==> config.mk <==
export PLATFORM = sky130hd
export DESIGN_NAME = ipv4_header_finalize_core
export DESIGN_NICKNAME = d
export VERILOG_FILES = /design/src/rtl/ihf_pkg.sv /design/src/rtl/ihf_defaults.sv /design/src/rtl/ihf_csum.sv /design/src/rtl/ipv4_header_finalize_core.sv
export SDC_FILE = /design/constraint.sdc
export NUM_CORES = 1
export LEC_CHECK = 0
export ABC_AREA = 0
export BUFFER_PORTS_ARGS = -buffer_cell sky130_fd_sc_hd__buf_2
export CAP_MARGIN = 5
export CORE_MARGIN = 1
export CORE_UTILIZATION = 30
export DETAILED_ROUTE_END_ITERATION = 6
export SLEW_MARGIN = 20
export SYNTH_ARGS = -nofsm -noshare
export SYNTH_HDL_FRONTEND = slang
export SYNTH_SLANG_ARGS = --single-unit
==> constraint.sdc <==
create_clock -name i_clk -period 13.43 [get_ports i_clk]
set_clock_uncertainty 0.1 [all_clocks]
set_input_delay 0.6715 -clock i_clk [delete_from_list [all_inputs] [get_ports i_clk]]
set_output_delay 0.6715 -clock i_clk [all_outputs]
set_load 0.05 [all_outputs]
==> src/rtl/ihf_pkg.sv <==
// Package for the IPv4 header finalize block.
// It holds the header word type, the default field values and the checksum fold.
// It has no dependencies.
package ihf_pkg;

    typedef struct packed {
        logic [7:0]  ver_hlen;
        logic [7:0]  tos;
        logic [15:0] total_length;
        logic [15:0] ident;
        logic [15:0] flags_fragment;
        logic [7:0]  ttl;
        logic [7:0]  protocol;
        logic [31:0] source_addr;
        logic [31:0] dest_addr;
    } t_hdr;

    localparam logic [7:0]  UDP_PROTO     = 8'd17;
    localparam logic [15:0] UDP_HDR_BYTES = 16'd8;
    localparam logic [7:0]  DEFAULT_VIHL  = 8'h45;
    localparam logic [7:0]  DEFAULT_TTL   = 8'h40;
    localparam logic [15:0] DEFAULT_IDENT = 16'd1;
    localparam int          SUM_W         = 20;

    // Two end-around carry folds bring any 20-bit sum to 16 bits.
    function automatic logic [15:0] ones_fold(input logic [SUM_W-1:0] sum);
        logic [16:0] first;
        logic [16:0] second;
        first  = {13'd0, sum[SUM_W-1:16]} + {1'b0, sum[15:0]};
        second = {16'd0, first[16]} + {1'b0, first[15:0]};
        return second[15:0];
    endfunction

endpackage

==> src/rtl/ihf_defaults.sv <==
// Default filling for the IPv4 header finalize block.
// It replaces zero fields by their defaults; it depends on ihf_pkg.
module ihf_defaults (
    input  ihf_pkg::t_hdr i_hdr,
    input  logic [15:0]   i_body_bytes,
    output ihf_pkg::t_hdr o_hdr
);

    logic [15:0] udp_length;

    assign udp_length = i_body_bytes + ihf_pkg::UDP_HDR_BYTES;

    always_comb begin
        o_hdr = i_hdr;
        if (i_hdr.total_length == 16'd0) begin
            o_hdr.total_length = (i_hdr.protocol == ihf_pkg::UDP_PROTO) ? udp_length
                                                                        : i_body_bytes;
        end
        if (i_hdr.ident == 16'd0) begin
            o_hdr.ident = ihf_pkg::DEFAULT_IDENT;
        end
        if (i_hdr.ttl == 8'd0) begin
            o_hdr.ttl = ihf_pkg::DEFAULT_TTL;
        end
        if (i_hdr.ver_hlen == 8'd0) begin
            o_hdr.ver_hlen = ihf_pkg::DEFAULT_VIHL;
        end
    end

endmodule

==> src/rtl/ihf_csum.sv <==
// Header checksum for the IPv4 header finalize block.
// It adds the nine non-checksum header words and folds the carries; it depends on ihf_pkg.
module ihf_csum (
    input  ihf_pkg::t_hdr i_hdr,
    output logic [15:0]   o_checksum
);

    logic [ihf_pkg::SUM_W-1:0] sum_a;
    logic [ihf_pkg::SUM_W-1:0] sum_b;
    logic [ihf_pkg::SUM_W-1:0] sum_all;

    assign sum_a = {4'd0, i_hdr.ver_hlen, i_hdr.tos}
                 + {4'd0, i_hdr.total_length}
                 + {4'd0, i_hdr.ident}
                 + {4'd0, i_hdr.flags_fragment}
                 + {4'd0, i_hdr.ttl, i_hdr.protocol};
    assign sum_b = {4'd0, i_hdr.source_addr[31:16]}
                 + {4'd0, i_hdr.source_addr[15:0]}
                 + {4'd0, i_hdr.dest_addr[31:16]}
                 + {4'd0, i_hdr.dest_addr[15:0]};
    assign sum_all = sum_a + sum_b;

    assign o_checksum = ~ihf_pkg::ones_fold(sum_all);

endmodule

==> src/rtl/ipv4_header_finalize_core.sv <==
// Top level of the IPv4 header finalize block.
// It holds the input and result registers around ihf_defaults and ihf_csum; it
// depends on ihf_pkg.
//
// Each accepted word is one IPv4 header plus a payload size. Zero version/IHL,
// ident, TTL and length fields are replaced by their defaults and the header
// checksum is computed. An accepted word passes through the input register and
// then the result register, with the default logic and the nine-word adder
// between them. One word is accepted in every cycle while the result side takes
// words; o_in_ready falls only when both registers hold words and i_out_ready
// is low.
module ipv4_header_finalize_core (
    input  logic        i_clk,
    input  logic        i_rst_n,
    input  logic        i_in_valid,
    output logic        o_in_ready,
    input  logic [7:0]  i_ver_hlen,
    input  logic [7:0]  i_tos,
    input  logic [15:0] i_total_length,
    input  logic [15:0] i_ident,
    input  logic [15:0] i_flags_fragment,
    input  logic [7:0]  i_ttl,
    input  logic [7:0]  i_protocol,
    input  logic [31:0] i_source_addr,
    input  logic [31:0] i_dest_addr,
    input  logic [15:0] i_body_bytes,
    output logic        o_out_valid,
    input  logic        i_out_ready,
    output logic [7:0]  o_out_ver_hlen,
    output logic [7:0]  o_out_tos,
    output logic [15:0] o_out_length,
    output logic [15:0] o_out_ident,
    output logic [15:0] o_out_flags_fragment,
    output logic [7:0]  o_out_ttl,
    output logic [7:0]  o_out_protocol,
    output logic [15:0] o_header_checksum,
    output logic [31:0] o_out_source_addr,
    output logic [31:0] o_out_dest_addr
);

    logic          r_in_valid;
    ihf_pkg::t_hdr r_in_hdr;
    logic [15:0]   r_in_body_bytes;
    logic          r_out_valid;
    ihf_pkg::t_hdr r_out_hdr;
    logic [15:0]   r_out_checksum;

    ihf_pkg::t_hdr n_in_hdr;
    ihf_pkg::t_hdr n_out_hdr;
    logic [15:0]   n_out_checksum;
    logic          out_load;
    logic          in_load;

    assign out_load   = !r_out_valid || i_out_ready;
    assign in_load    = !r_in_valid || out_load;
    assign o_in_ready = in_load;

    assign n_in_hdr = '{
        ver_hlen:       i_ver_hlen,
        tos:            i_tos,
        total_length:   i_total_length,
        ident:          i_ident,
        flags_fragment: i_flags_fragment,
        ttl:            i_ttl,
        protocol:       i_protocol,
        source_addr:    i_source_addr,
        dest_addr:      i_dest_addr
    };

    ihf_defaults u_defaults (
        .i_hdr        (r_in_hdr),
        .i_body_bytes (r_in_body_bytes),
        .o_hdr        (n_out_hdr)
    );

    ihf_csum u_csum (
        .i_hdr      (n_out_hdr),
        .o_checksum (n_out_checksum)
    );

    always_ff @(posedge i_clk) begin
        if (!i_rst_n) begin
            r_in_valid  <= 1'b0;
            r_out_valid <= 1'b0;
        end else begin
            if (in_load) begin
                r_in_valid <= i_in_valid;
            end
            if (out_load) begin
                r_out_valid <= r_in_valid;
            end
        end
    end

    always_ff @(posedge i_clk) begin
        if (in_load && i_in_valid) begin
            r_in_hdr        <= n_in_hdr;
            r_in_body_bytes <= i_body_bytes;
        end
        if (out_load && r_in_valid) begin
            r_out_hdr      <= n_out_hdr;
            r_out_checksum <= n_out_checksum;
        end
    end

    assign o_out_valid          = r_out_valid;
    assign o_out_ver_hlen       = r_out_hdr.ver_hlen;
    assign o_out_tos            = r_out_hdr.tos;
    assign o_out_length         = r_out_hdr.total_length;
    assign o_out_ident          = r_out_hdr.ident;
    assign o_out_flags_fragment = r_out_hdr.flags_fragment;
    assign o_out_ttl            = r_out_hdr.ttl;
    assign o_out_protocol       = r_out_hdr.protocol;
    assign o_header_checksum    = r_out_checksum;
    assign o_out_source_addr    = r_out_hdr.source_addr;
    assign o_out_dest_addr      = r_out_hdr.dest_addr;

endmodule

## Word-level counts from Yosys, hierarchy flattened

Cells that the tools add are included.

| word-level totals | value |
|---|---|
| input port bits | 164 |
| bits in registers | 322 |
| logic and storage cells | 50 |
| output and inout port bits | 162 |

| cells by class | value |
|---|---|
| bitwise logic cells | 1 |
| mux-type cells | 5 |
| reductions and logical operators | 10 |
| eq/ne operators | 1 |
| add/sub/neg operators | 11 |

Operator list:

| cell | count |
|---|---|
| $add 20x16->20 | 5 |
| $mux 16 | 3 |
| $add 16x16->17 | 2 |
| $logic_not 16->1 | 2 |
| $add 20x20->20 | 1 |
| $add 4x16->17 | 1 |
| $add 1x16->16 | 1 |
| $add 16x4->16 const B | 1 |
| $logic_not 8->1 | 2 |
| $mux 8 | 2 |
| $not 16->16 | 1 |
| $eq 8x5->1 const B | 1 |
| $logic_and 1x1->1 | 2 |
| $logic_not 1->1 | 2 |
| $logic_or 1x1->1 | 2 |

## Logic depth before layout (Yosys ltp)

Gate-level depths: netlist (run 1).

| logic depth | value |
|---|---|
| depth after elaboration | 11 |
| gate-level depth with buffers | 53 |
| gate-level depth less buffers | 51 |

## Cells and area by module

From an unflattened synthesis (run 1), not the netlist that was laid out.

| unflattened totals | value |
|---|---|
| cell total of the unflattened synthesis | 988 |
| area total of the unflattened synthesis | 15558.7 um^2 |

Modules (own cells, without submodules):

| module | sequential area each (um^2) | area each (um^2) | cells each | instances |
|---|---|---|---|---|
| ipv4_header_finalize_core | 9649.3 | 9713.1 | 329 | 1 |
| ihf_csum | 0.0 | 4443.0 | 459 | 1 |
| ihf_defaults | 0.0 | 1402.6 | 200 | 1 |

## Worst setup path after synthesis (run 1)

OpenSTA, ideal clock, no wires.

| path | value |
|---|---|
| kind | flip-flop to flip-flop |
| from | register r_in_hdr[120] in the netlist's numbering |
| to | register r_out_checksum[15] (netlist: o_header_checksum[15]), data pin |
| data required time | 13062 ps |
| setup slack | 3069 ps |
| cell stages (with the launch flop) | 50 |
| library setup time | 268 ps |
| period minus slack after synthesis | 10361 ps |
| buffers on the path | 1 |
| arrival | 9993 ps |
| cells stage by stage | edfxtp_1 > nor4_1 > and4_1 > clkbuf_1 > a21o_1 > ha_1 > inv_1 > fa_1 > nor2b_1 > o21ai_0 > a21boi_0 > o21ai_0 > a21boi_0 > o2111ai_1 > nand3_1 > nand2_1 > xnor2_1 > fa_1 > (+14 left out) > ha_1 > inv_1 > fa_1 > nand2b_1 > a21oi_1 > nand4_1 > nor3_1 > nand2_1 > inv_1 > and4_1 > ha_1 > nand3_1 > inv_1 > nand4b_1 > a2111oi_2 > o211ai_1 > a2111oi_2 > xnor3_1 |

RTL lines:

| what | RTL line | RTL |
|---|---|---|
| start: declaration | ipv4_header_finalize_core.sv:42 | `ihf_pkg::t_hdr r_in_hdr;` |
| start signal: assignment | ipv4_header_finalize_core.sv:97 | `r_in_hdr <= n_in_hdr;` |
| end signal: assignment | ipv4_header_finalize_core.sv:102 | `r_out_checksum <= n_out_checksum;` |
| end: declaration | ipv4_header_finalize_core.sv:46 | `logic [15:0] r_out_checksum;` |

==> results of run 1 <==
==> through the flow <==
stage                     worst slack (ns)  utilization [%]
after detailed placement              1.36             35.3
after floorplan                       3.07                -
after global routing                 0.234             37.8
after CTS                             1.31             37.8
final                                 1.20             37.8
after global placement                1.81             35.3
==> layout make-up <==
cell class	instances	area [µm²]	area share (%)
sequential	322	9650	50.6
multi-input combinational	539	5090	26.7
timing repair buffer	329	1660	8.68
clock buffer	44	995	5.21
tap	672	841	4.41
inverter	160	601	3.15
clock inverter	23	243	1.27
antenna	3	7.51	0.0393
==> metal layers <==
metal / share of wire, % / vias to the layer above / GRT usage [%]
met2: 47 / 302 / 24.0
met3: 6.8 / 67 / 4.25
met4: 2.3 / 10 / 5.44
met1: 44 / 4456 / 19.4
met5: 0.16 / - / 0
li1: - / 4404 / -
==> worst paths after layout <==
check | endpoint | slack (ns) | cells past startpoint
hold / removal | r_in_hdr[111]$_DFFE_PP_ | 0.19 | 1
hold reg to reg | o_out_dest_addr[26]$_DFFE_PP_ | 0.35 | 0
setup reg to reg | o_header_checksum[15]$_DFFE_PP_ | 1.20 | 47
setup / recovery | o_header_checksum[15]$_DFFE_PP_ | 1.20 | 47
==> layout by cell type, fill, tap and decap left out, drive strengths merged, types with 29 or more instances in the layout <==
| master | instances |
|---|---|
| fa | 83 |
| nor2 | 35 |
| clkbuf | 44 |
| xnor2 | 48 |
| edfxtp | 320 |
| buf | 329 |
| a21oi | 29 |
| inv | 167 |
| nand2 | 38 |
| ha | 65 |
==> critical path: cells and delay by family (launching register included) <==
family                     cells  cell delay (ns)
and+or+nand+nor               12             3.06
xor gates and xnor gates       3             0.75
adders and majority gates     10             3.62
buffers and inverters          6             0.44
AOI/OAI and AO/OA             16             3.59
DFF                            1             0.39
==> logic make-up after synthesis <==
| kind of cell | synth area share (%) |
|---|---|
| buffers and inverters | 4.80 |
| XOR/XNOR | 4.05 |
| AND/OR/NAND/NOR | 6.10 |
| adder cells (fa/ha/maj) | 16.0 |
| flip-flops | 62.4 |
| multiplexers | 0.129 |
| AO/OA/AOI/OAI | 6.55 |
==> registers in the layout (all words and copies together), names as in the netlist <==
signal                cells
o_out_protocol            8
r_in_valid                1
o_out_ver_hlen            8
o_out_tos                 8
o_out_ttl                 8
o_out_valid               1
o_header_checksum        16
r_in_hdr                144
o_out_source_addr        32
o_out_dest_addr          32
o_out_flags_fragment     16
r_in_body_bytes          16
o_out_ident              16
o_out_length             16
==> flow_summary.toml, run 1 <==
[global_routing]
antenna_found_initial = 8
grt_pass1_wl_um = 58400
gr-usage-all-layers_pct = 15.0
grt_max_degree = 70
grt_overflow = 0
grt_pass1_vias = 9637

[floorplan]
start_util_pct = 30.6
core_area_mm2 = 0.0505
rows = 82
ios = 326
fp.dieH_um = 229
die_x_um = 229
die-area_mm2 = 0.0525

[timing]
setup_viol = 0
hold_ws_ns = 0.187
rsz0062_at_grt = "no"
drv_slew = 0
slew_headroom_pct = 33.1
fin_crit_ns = 12.23
finalSetupTns_ns = 0
fmax_mhz = 81.8
worst_pin_slew_ns = 0.988
hold_viol_final = 0
period_share_pct = 91.1

[clock_tree]
cts_resized = 0
root_buffer = "clkbuf_16"
cts.sinks = 322
cts_max_level = 2
clkTransAtPathRegs_ns = 0.07
cts_setup_buffers = 0
clockBufferDepth = 3
clk_latency_ns = 0.56
cts_buffers = 38
cts_hold_buf = 0
cts_tree = "built"

[finish]
fin_area_mm2 = 0.0191
syn2layout_area_growth_pct = 23.3
drive_gt1_share_pct = 28.9
fin_nets = 1702
fin_cells = 2092
nFillCells = 4825

[flow_run]
drv_cap = 0

[placed_design]
portBuffers = 325
gp_congestion = 0.813
postPlaceCellArea_mm2 = 0.0178
dp_hpwl_um = 31000
dp.cells = 2022

[setup_path]
crit_path_start_kind = "flip-flop"
critPathKind = "flip-flop to flip-flop"
cp_max_fo = 15
critPathLaunch = "r_in_hdr[120]$_DFFE_PP_"
cp_slowest_stage_delay_ns = 0.67
rr_startpoint = "r_in_hdr[120]$_DFFE_PP_"
cp.required_ns = 13.61
worst_setup_path_end_kind = "flip-flop"
critical_path_arrival_ns = 12.41
slowest_stage = "and4_1"

[synthesis]
synth_top_area_cell = "edfxtp_1"
synthArstFlopShare_pct = 0
syn_area_mm2 = 0.0155
yosysWarnings = 0
syn_nets = 1370
syn_inst = 1058
synthTopCellsByCount = "edfxtp_1, inv_1, fa_1"
synth_top_area_share_pct = 62.1
synthFlopType = "edfxtp_1"
syn_avg_cell_area_um2 = 14.6
ys_top_cells_by_area = "edfxtp_1, fa_1, ha_1"
synth-seq-area-share_pct = 62.4
ys_ff_latch = 322
synth_cell_type_count = 63
synth-edff-count = 320
synth.most_common_cell = "edfxtp_1"

[route]
wirelength_um = 40000
drtAntennaViolNets = 0
drc_errors = 0
drtIter0Drc = 452
vias_per_cell = 4.42
first_pass_iters = 5
wl_per_cell_um = 19.1
vias = 9239

[hold_path]
min-delay-start = "i_ident[15]"
hp-class = "input pin to flip-flop"

[outcome]
status = "finished, final reports clean"
Power of run 1 is not shown: default switching activity piles up to over one toggle a cycle in this logic, so the estimate is an artifact.
==> run 2, diff against run 1 <==
--- a/config.mk
+++ b/config.mk
@@ -13,2 +13,3 @@
 export DETAILED_ROUTE_END_ITERATION = 6
+export PLACE_DENSITY = 0.53
 export SLEW_MARGIN = 20
--- a/constraint.sdc
+++ b/constraint.sdc
@@ -4,2 +4,2 @@
 set_output_delay 0.6715 -clock i_clk [all_outputs]
-set_load 0.05 [all_outputs]
+set_load 0.02 [all_outputs]
==> run 2 against run 1 <==
Sequential share of layout area grew 0.13 points. Design area shrank 0.25%. Global-route usage is essentially flat. Critical path type unchanged. Maximum frequency grew 1.9%. Worst setup slack gained 0.23 ns. Critical endpoint unchanged. Register-to-register slack gained 0.23 ns. Via count grew 0.22%. Hold slack gained 0.0084 ns. Die area is the same. Flip-flop and latch count is the same.
==> flow_summary.toml, run 2 (same netlist as run 1, synthesis figures left out) <==
[outcome]
status = "finished, final reports clean"

[placed_design]
dp.cells = 2022
portBuffers = 325
dp_hpwl_um = 30900
postPlaceCellArea_mm2 = 0.0178
gp_congestion = 0.848

[route]
vias_per_cell = 4.43
first_pass_iters = 5
wl_per_cell_um = 19.0
vias = 9259
drtAntennaViolNets = 0
drtIter0Drc = 494
wirelength_um = 39700
drc_errors = 0

[finish]
layout_common_cells = "buf_2, edfxtp_1, inv_1"
fin_cells = 2092
fin_nets = 1702
fin_area_mm2 = 0.0190
layout_commonest_cell = "buf_2"
syn2layout_area_growth_pct = 23.0
drive_gt1_share_pct = 28.6
largest_register_ffs = 144
top_register = "r_in_hdr"

[global_routing]
grt_pass1_wl_um = 58000
gr-usage-all-layers_pct = 15.0
grt_max_degree = 69
use_met1_pct = 19.9
use_met3_pct = 3.82
grt_busiest_layer = "met2"
antenna_found_initial = 7
grtUsageMet2_pct = 23.8
grt_overflow = 0
grt_pass1_vias = 9357

[setup_path]
cp.required_ns = 13.62
critPathKind = "flip-flop to flip-flop"
crit_top_cell = "inv_1"
cp_max_fo = 15
critical_path_arrival_ns = 12.19
path_buf_inv = 8
crit_family = "adder cells"
worst_setup_path_end_kind = "flip-flop"
slowest_stage = "and4_1"
crit_path_start_kind = "flip-flop"
cp_slowest_stage_delay_ns = 0.63

[clock_tree]
cts_hold_buf = 0
clkTransAtPathRegs_ns = 0.07
cts_tree = "built"
cts.sinks = 322
cts_resized = 0
cts_buffers = 38
root_buffer = "clkbuf_16"
clk_latency_ns = 0.54
cts_max_level = 2
cts_setup_buffers = 0
clockBufferDepth = 3

[timing]
slew_headroom_pct = 34.9
fmax_mhz = 83.4
hold_ws_ns = 0.195
hold_viol_final = 0
setup_viol = 0
fin_crit_ns = 12.00
finalSetupTns_ns = 0
rsz0062_at_grt = "no"
worst_pin_slew_ns = 0.961
drv_slew = 0
period_share_pct = 89.3

[floorplan]
core_area_mm2 = 0.0505
fp.dieH_um = 229
die_x_um = 229
ios = 326
die-area_mm2 = 0.0525
start_util_pct = 30.6
rows = 82

[flow_run]
drv_cap = 0

[hold_path]
hp-class = "input pin to flip-flop"
## run 2: cell type report
class / count / area [µm²]
Tap cell: 672 / 841
Fill cell: 4867 / 31400
Multi-Input combinational cell: 539 / 5090
Timing Repair Buffer: 329 / 1660
Inverter: 160 / 601
Clock buffer: 49 / 1070
Sequential cell: 322 / 9650
Clock inverter: 20 / 129
Antenna cell: 1 / 2.50
## run 2: final timing paths
path,from,endpoint,slack [ns],cells after the start
max,r_in_hdr[120]$_DFFE_PP_,o_header_checksum[15]$_DFFE_PP_,1.43,48
min,i_dest_addr[22],r_in_hdr[22]$_DFFE_PP_,0.20,1
max reg2reg,r_in_hdr[120]$_DFFE_PP_,o_header_checksum[15]$_DFFE_PP_,1.43,48
min reg2reg,r_in_hdr[31]$_DFFE_PP_,o_out_dest_addr[31]$_DFFE_PP_,0.34,0
## run 2: routing by layer
metal / wire length, µm / up-vias
met5: 80 / -
met4: 1100 / 12
met3: 2480 / 71
met2: 18700 / 284
met1: 17400 / 4487
li1: - / 4405
## run 2: per-stage QoR
stage          utilization (%)  setup slack (ns)
5_1_grt                   37.7             0.206
3_3_place_gp              35.3              1.73
2_1_floorplan                -              3.07
4_1_cts                   37.7              1.40
6_report                  37.7              1.43
3_5_place_dp              35.3              1.42
Power of run 2 is left out for the same reason.
